$ cat config.mk
export PLATFORM = sky130hd
export DESIGN_NAME = pfi_ctrl
export DESIGN_NICKNAME = d
export VERILOG_FILES = /design/src/rtl/pfi_pkg.sv /design/src/rtl/pfi_ctrl.sv
export SDC_FILE = /design/constraint.sdc
export NUM_CORES = 1
export LEC_CHECK = 0
export BUFFER_PORTS_ARGS = -buffer_cell sky130_fd_sc_hd__buf_4
export CORE_AREA = 4 4 41 43
export DETAILED_ROUTE_END_ITERATION = 12
export DIE_AREA = 0 0 45 47
export GPL_TIMING_DRIVEN = 0
export PLACE_DENSITY = 0.3
export REMOVE_ABC_BUFFERS = 1
export SETUP_SLACK_MARGIN = 0.15
export SLEW_MARGIN = 5
export SYNTH_ARGS = -nofsm -noshare
export SYNTH_HDL_FRONTEND = slang
export SYNTH_SLANG_ARGS = --single-unit
export TNS_END_PERCENT = 5
$ cat constraint.sdc
create_clock -name clk -period 2.88 [get_ports clk]
set_clock_uncertainty 0.15 [all_clocks]
set_input_delay 0.144 -clock clk [delete_from_list [all_inputs] [get_ports clk]]
set_output_delay 0.144 -clock clk [all_outputs]
set_load 0.01 [all_outputs]
$ cat src/rtl/pfi_pkg.sv
// Shared types, codes and the preset color table for the palette find-or-insert block.
// No dependencies; the controller, the datapath and the top level import it.
package pfi_pkg;

	// default geometry
	localparam int DEF_PALETTE_SIZE = 256;
	localparam int DEF_PRESET_COUNT = 16;

	// operation codes
	localparam logic OP_MAP    = 1'b0;
	localparam logic OP_REINIT = 1'b1;

	// configuration register indexes
	localparam logic CFG_SKIP_ZERO       = 1'b0;
	localparam logic CFG_FILL_FROM_START = 1'b1;

	// input word
	typedef struct packed {
		logic       op;
		logic [7:0] pixel_index;
		logic [7:0] red;
		logic [7:0] green;
		logic [7:0] blue;
	} item_t;

	// result word
	typedef struct packed {
		logic [7:0] mapped_index;
		logic       was_added;
		logic       palette_full;
	} result_t;

	// controller to datapath
	typedef struct packed {
		logic load;          // capture the item color and set up the scan counter
		logic step;          // issue one palette read and advance the counter
		logic reinit;        // restore preset cursors
		logic respond_zero;  // all-zero result
		logic respond_hit;   // result from the matching entry
		logic respond_miss;  // insert or flag full
	} cmd_t;

	// datapath to controller
	typedef struct packed {
		logic reinit_op;
		logic transparent;
		logic hit;
		logic scan_end;
		logic in_flight;
	} status_t;

	// fixed preset colors, red in the top byte
	function automatic logic [23:0] preset_rgb(input logic [3:0] idx);
		logic [23:0] c;
		case (idx)
			4'd0:    c = 24'h000000;
			4'd1:    c = 24'h0000AB;
			4'd2:    c = 24'h00AB00;
			4'd3:    c = 24'h00ABAB;
			4'd4:    c = 24'hAB0000;
			4'd5:    c = 24'hAB00AB;
			4'd6:    c = 24'hAB5700;
			4'd7:    c = 24'hABABAB;
			4'd8:    c = 24'h575757;
			4'd9:    c = 24'h5757FF;
			4'd10:   c = 24'h57FF57;
			4'd11:   c = 24'h57FFFF;
			4'd12:   c = 24'hFF5757;
			4'd13:   c = 24'hFF57FF;
			4'd14:   c = 24'hFFFF57;
			default: c = 24'hFFFFFF;
		endcase
		return c;
	endfunction

endpackage

$ cat src/rtl/pfi_ctrl.sv
// Controller state machine for the palette find-or-insert block.
// Depends on pfi_pkg for the command and status structs.
module pfi_ctrl
	import pfi_pkg::*;
(
	input  logic    clk,
	input  logic    arst_n,
	input  logic    start,
	output logic    busy,
	input  status_t status,
	output cmd_t    cmd
);

	localparam logic ST_IDLE = 1'b0;
	localparam logic ST_SCAN = 1'b1;

	logic state_q;
	logic state_d;

	// next state and commands
	always_comb begin
		state_d = state_q;
		cmd     = '0;
		unique case (state_q)
			ST_IDLE: begin
				if (start) begin
					if (status.reinit_op) begin
						cmd.reinit       = 1'b1;
						cmd.respond_zero = 1'b1;
					end else if (status.transparent) begin
						cmd.respond_zero = 1'b1;
					end else begin
						cmd.load = 1'b1;
						state_d  = ST_SCAN;
					end
				end
			end
			ST_SCAN: begin
				if (status.hit) begin
					cmd.respond_hit = 1'b1;
					state_d         = ST_IDLE;
				end else if (status.scan_end && !status.in_flight) begin
					cmd.respond_miss = 1'b1;
					state_d          = ST_IDLE;
				end else begin
					cmd.step = !status.scan_end;
				end
			end
			default: state_d = ST_IDLE;
		endcase
	end

	always_ff @(posedge clk or negedge arst_n) begin
		if (!arst_n) begin
			state_q <= ST_IDLE;
		end else begin
			state_q <= state_d;
		end
	end

	assign busy = (state_q != ST_IDLE);

endmodule

; ---- After elaboration in Yosys (flattened, before gate mapping)
; Cells that the tools add are included.
[totals]
output_inout_bits = 7
in_bits = 8
elab_cells = 24
reg_bits = 1
[classes]
n_reduce_logical = 3
muxes = 19
n_bitwise = 1
[ops]
columns = cell, count
row1 = $mux W1, 15
row2 = $mux W2, 3
row3 = $logic_not A1 Y1, 2
row4 = $pmux W1 S2, 1
row5 = $logic_and A1 B1 Y1, 1
row6 = $not A1 Y1, 1

; ---- Depth between registers and ports, before layout
[logic_depth]
depth_word = 5
ltp_mapped = 2
depth_no_buf = 2

; ---- Least setup slack after synthesis
; No wires, ideal clock.
[synth_timing]
path_type = register -> output
start = reg state_q (netlist: busy)
end = out cmd[5] in the netlist's numbering
stages_incl_launch_ff = 3
arrival_ns = 0.839
required_time_ns = 2.586
setup_slack_ns = 1.747
path_cell_list = dfrtp_1 > nand2b_4 > nor3_1
[synth_lines]
columns = item, line
row1 = start: declaration, pfi_ctrl.sv:17  ; logic state_q;
row2 = start signal: assignment, pfi_ctrl.sv:57  ; state_q <= state_d;
row3 = end: declaration, pfi_ctrl.sv:11  ; output cmd_t cmd

==> results.json <==
{
  "track_usage": 0.03310,
  "synthesis.area_um2": 106.4,
  "cellLeakagePower_nw": 0.1241,
  "power.switching_mw": 0.01237,
  "cp_top_family": "flip-flops",
  "worstSetupPathType": "reg -> out",
  "initial_utilization": 0.08173,
  "slew_violations": 0,
  "cp_data_required_time_ns": 2.59,
  "cp_max_fo": 4,
  "slowest_delay_ns": 0.38,
  "yosys.area_share.simple": 0.5765,
  "synth_area_leaders": "dfrtp_1 24%, o32ai_2 15%, nor2_1 14%, nand2b_4 13%, and2_2 7.1%",
  "place_congestion": 0.6929,
  "yosys_warnings": 0,
  "comb_power_share": 0.641,
  "drt-pass1-iter-count": 2,
  "outcome": "complete, no violations",
  "grt_pass1_vias": 123,
  "dr_total_vias": 138,
  "synthMuxAreaShare": 0,
  "rows": 13,
  "arrival_ns": 0.82,
  "drtIter0Drc": 1,
  "ys_ff_latch": 1,
  "die_x_um": 45,
  "ys.flop_type": "dfrtp_1",
  "setup_tns_ns": 0,
  "internal-power_mw": 0.03300,
  "grt_max_degree": 5,
  "critPathCaptureType": "output pin",
  "die_h_um": 47,
  "drc": 0,
  "seq_area_frac_synth": 0.2353,
  "holdCritPathClass": "in -> reg",
  "async_flop_share": 1.000,
  "core_um2": 1301,
  "grt_overflow": 0,
  "drt-total-wl_um": 371,
  "nets": 38,
  "netlist_instances": 13,
  "fin_crit_sh": 0.3885,
  "post-route-util": 0.1846,
  "cp_slowest_cell": "dfrtp_1",
  "grt_pass1_wl_um": 545,
  "avgSynthCellArea_um2": 8.181,
  "yosysTopAreaCell": "dfrtp_1",
  "ys_types": 10,
  "placed_cell_area_um2": 230.2,
  "area_growth_pct": 125.9,
  "synth_xor_area_frac": 0,
  "viasPerCell": 3.209,
  "wire_per_inst_um": 8.628,
  "hold_viol": 0,
  "synthAdderAreaFrac": 0,
  "insertion_delay_ns": 0,
  "synth_top_family_by_area": "simple AND/OR/NAND/NOR gates",
  "yosysMostFrequentCell": "nor2_1",
  "cts-resized-gates": 0,
  "finalCriticalPeriod_ns": 1.119,
  "drive_gt1_frac": 0.6071,
  "diodes": 0,
  "p_per_area_nw_per_um2": 188.8,
  "cap_violations": 0,
  "pwr-share-seq": 0.359,
  "largest_register_ffs": 1,
  "clkSlewWorstSetupHoldPaths_ns": 0,
  "port_buffers": 14,
  "path_cells": "nand2b_4 > nor3_1 > buf_4",
  "die_area_um2": 2115,
  "p_sw_frac": 0.2726,
  "worst_pin_slew_ns": 0.1856,
  "ir_drop_mv": 0.06889,
  "rsz0062_at_grt": "no",
  "ios": 15,
  "finalSetupViolCount": 0,
  "synth_compound_area_frac": 0.1529,
  "max_freq_ghz": 0.8938,
  "clkPwrFrac": 0,
  "cp_num_buf_inv": 1,
  "yosys.area.top_type_share": 0.2353,
  "p_total_mw": 0.04537,
  "design_area_um2": 240.2,
  "final_cells": 43,
  "startpoint_type": "flip-flop",
  "dp.cells": 42,
  "grt_antenna_before_repair": 0,
  "postRouteAntennaNets": 0,
  "slew_headroom": 0.8763,
  "synth-edff-count": 0
}
[power by group through the flow]
| stage | logic, mW | clock network (mW) | registers (mW) |
|---|---|---|---|
| after global routing | 0.0316 | 0 | 0.0165 |
| after CTS | 0.0297 | 0 | 0.0163 |
| after floorplan | 0.0105 | 0 | 0.0166 |
| after global placement | 0.0283 | 0 | 0.0162 |
| after detailed placement | 0.0284 | 0 | 0.0163 |
| final | 0.0291 | 0 | 0.0163 |
[path summary, 6_finish.rpt]
path	start	to	slack, ns	cells after the start
hold reg to reg	busy	busy	0.49	2
hold / removal	status[3]	busy	0.22	2
setup reg to reg	busy	busy	1.89	2
max in group asynchronous	arst_n	busy	2.18	2
min in group asynchronous	arst_n	busy	0.32	2
setup / recovery	busy	cmd[5]	1.76	3
[layer usage]
| metal | track usage | up-vias | wire (um) |
|---|---|---|---|
| li1 | - | 73 | - |
| met1 | 0.05192 | 50 | 184 |
| met2 | 0.04237 | 15 | 79 |
| met3 | 0.01533 | 0 | 106 |
| met4 | 0 | 0 | 0 |
| met5 | 0 | - | 0 |
[placed cells by master (no fill, tap or decap)]
master	n
and2_2	1
dlygate4sd3_1	1
nand2b_1	1
o32ai_2	1
dfrtp_1	1
inv_1	1
nand2b_4	1
and2b_1	1
nor2_1	4
nor2b_1	1
nor3_1	1
buf_4	14
[cell families after synthesis]
group | Yosys count
DFF | 1
buffers and inverters | 1
and+or+nand+nor | 10
AOI/OAI and AO/OA | 1
[layout make-up]
class	instances	area, um^2
fillers	155	1061
repair buffers	15	115.1
multi-input cells	11	77.57
flip-flops and latches	1	25.02
well taps	15	18.77
inverters	1	3.754
[per-stage QoR]
stage          hold slack, ns  setup slack (ns)
2_1_floorplan         -0.3016             1.747
3_3_place_gp          -0.2282             1.757
3_5_place_dp          -0.2297             1.759
4_1_cts                0.2223             1.758
5_1_grt                0.2331             1.716
6_report               0.2202             1.761
[what timing repair did]
action | 4_1_cts | 5_1_grt
buffers inserted | 0 | 0
hold buffers | 1 | 0
endpoints found under the hold margin | 1 | 0
Power figures use the tool's default switching activity.
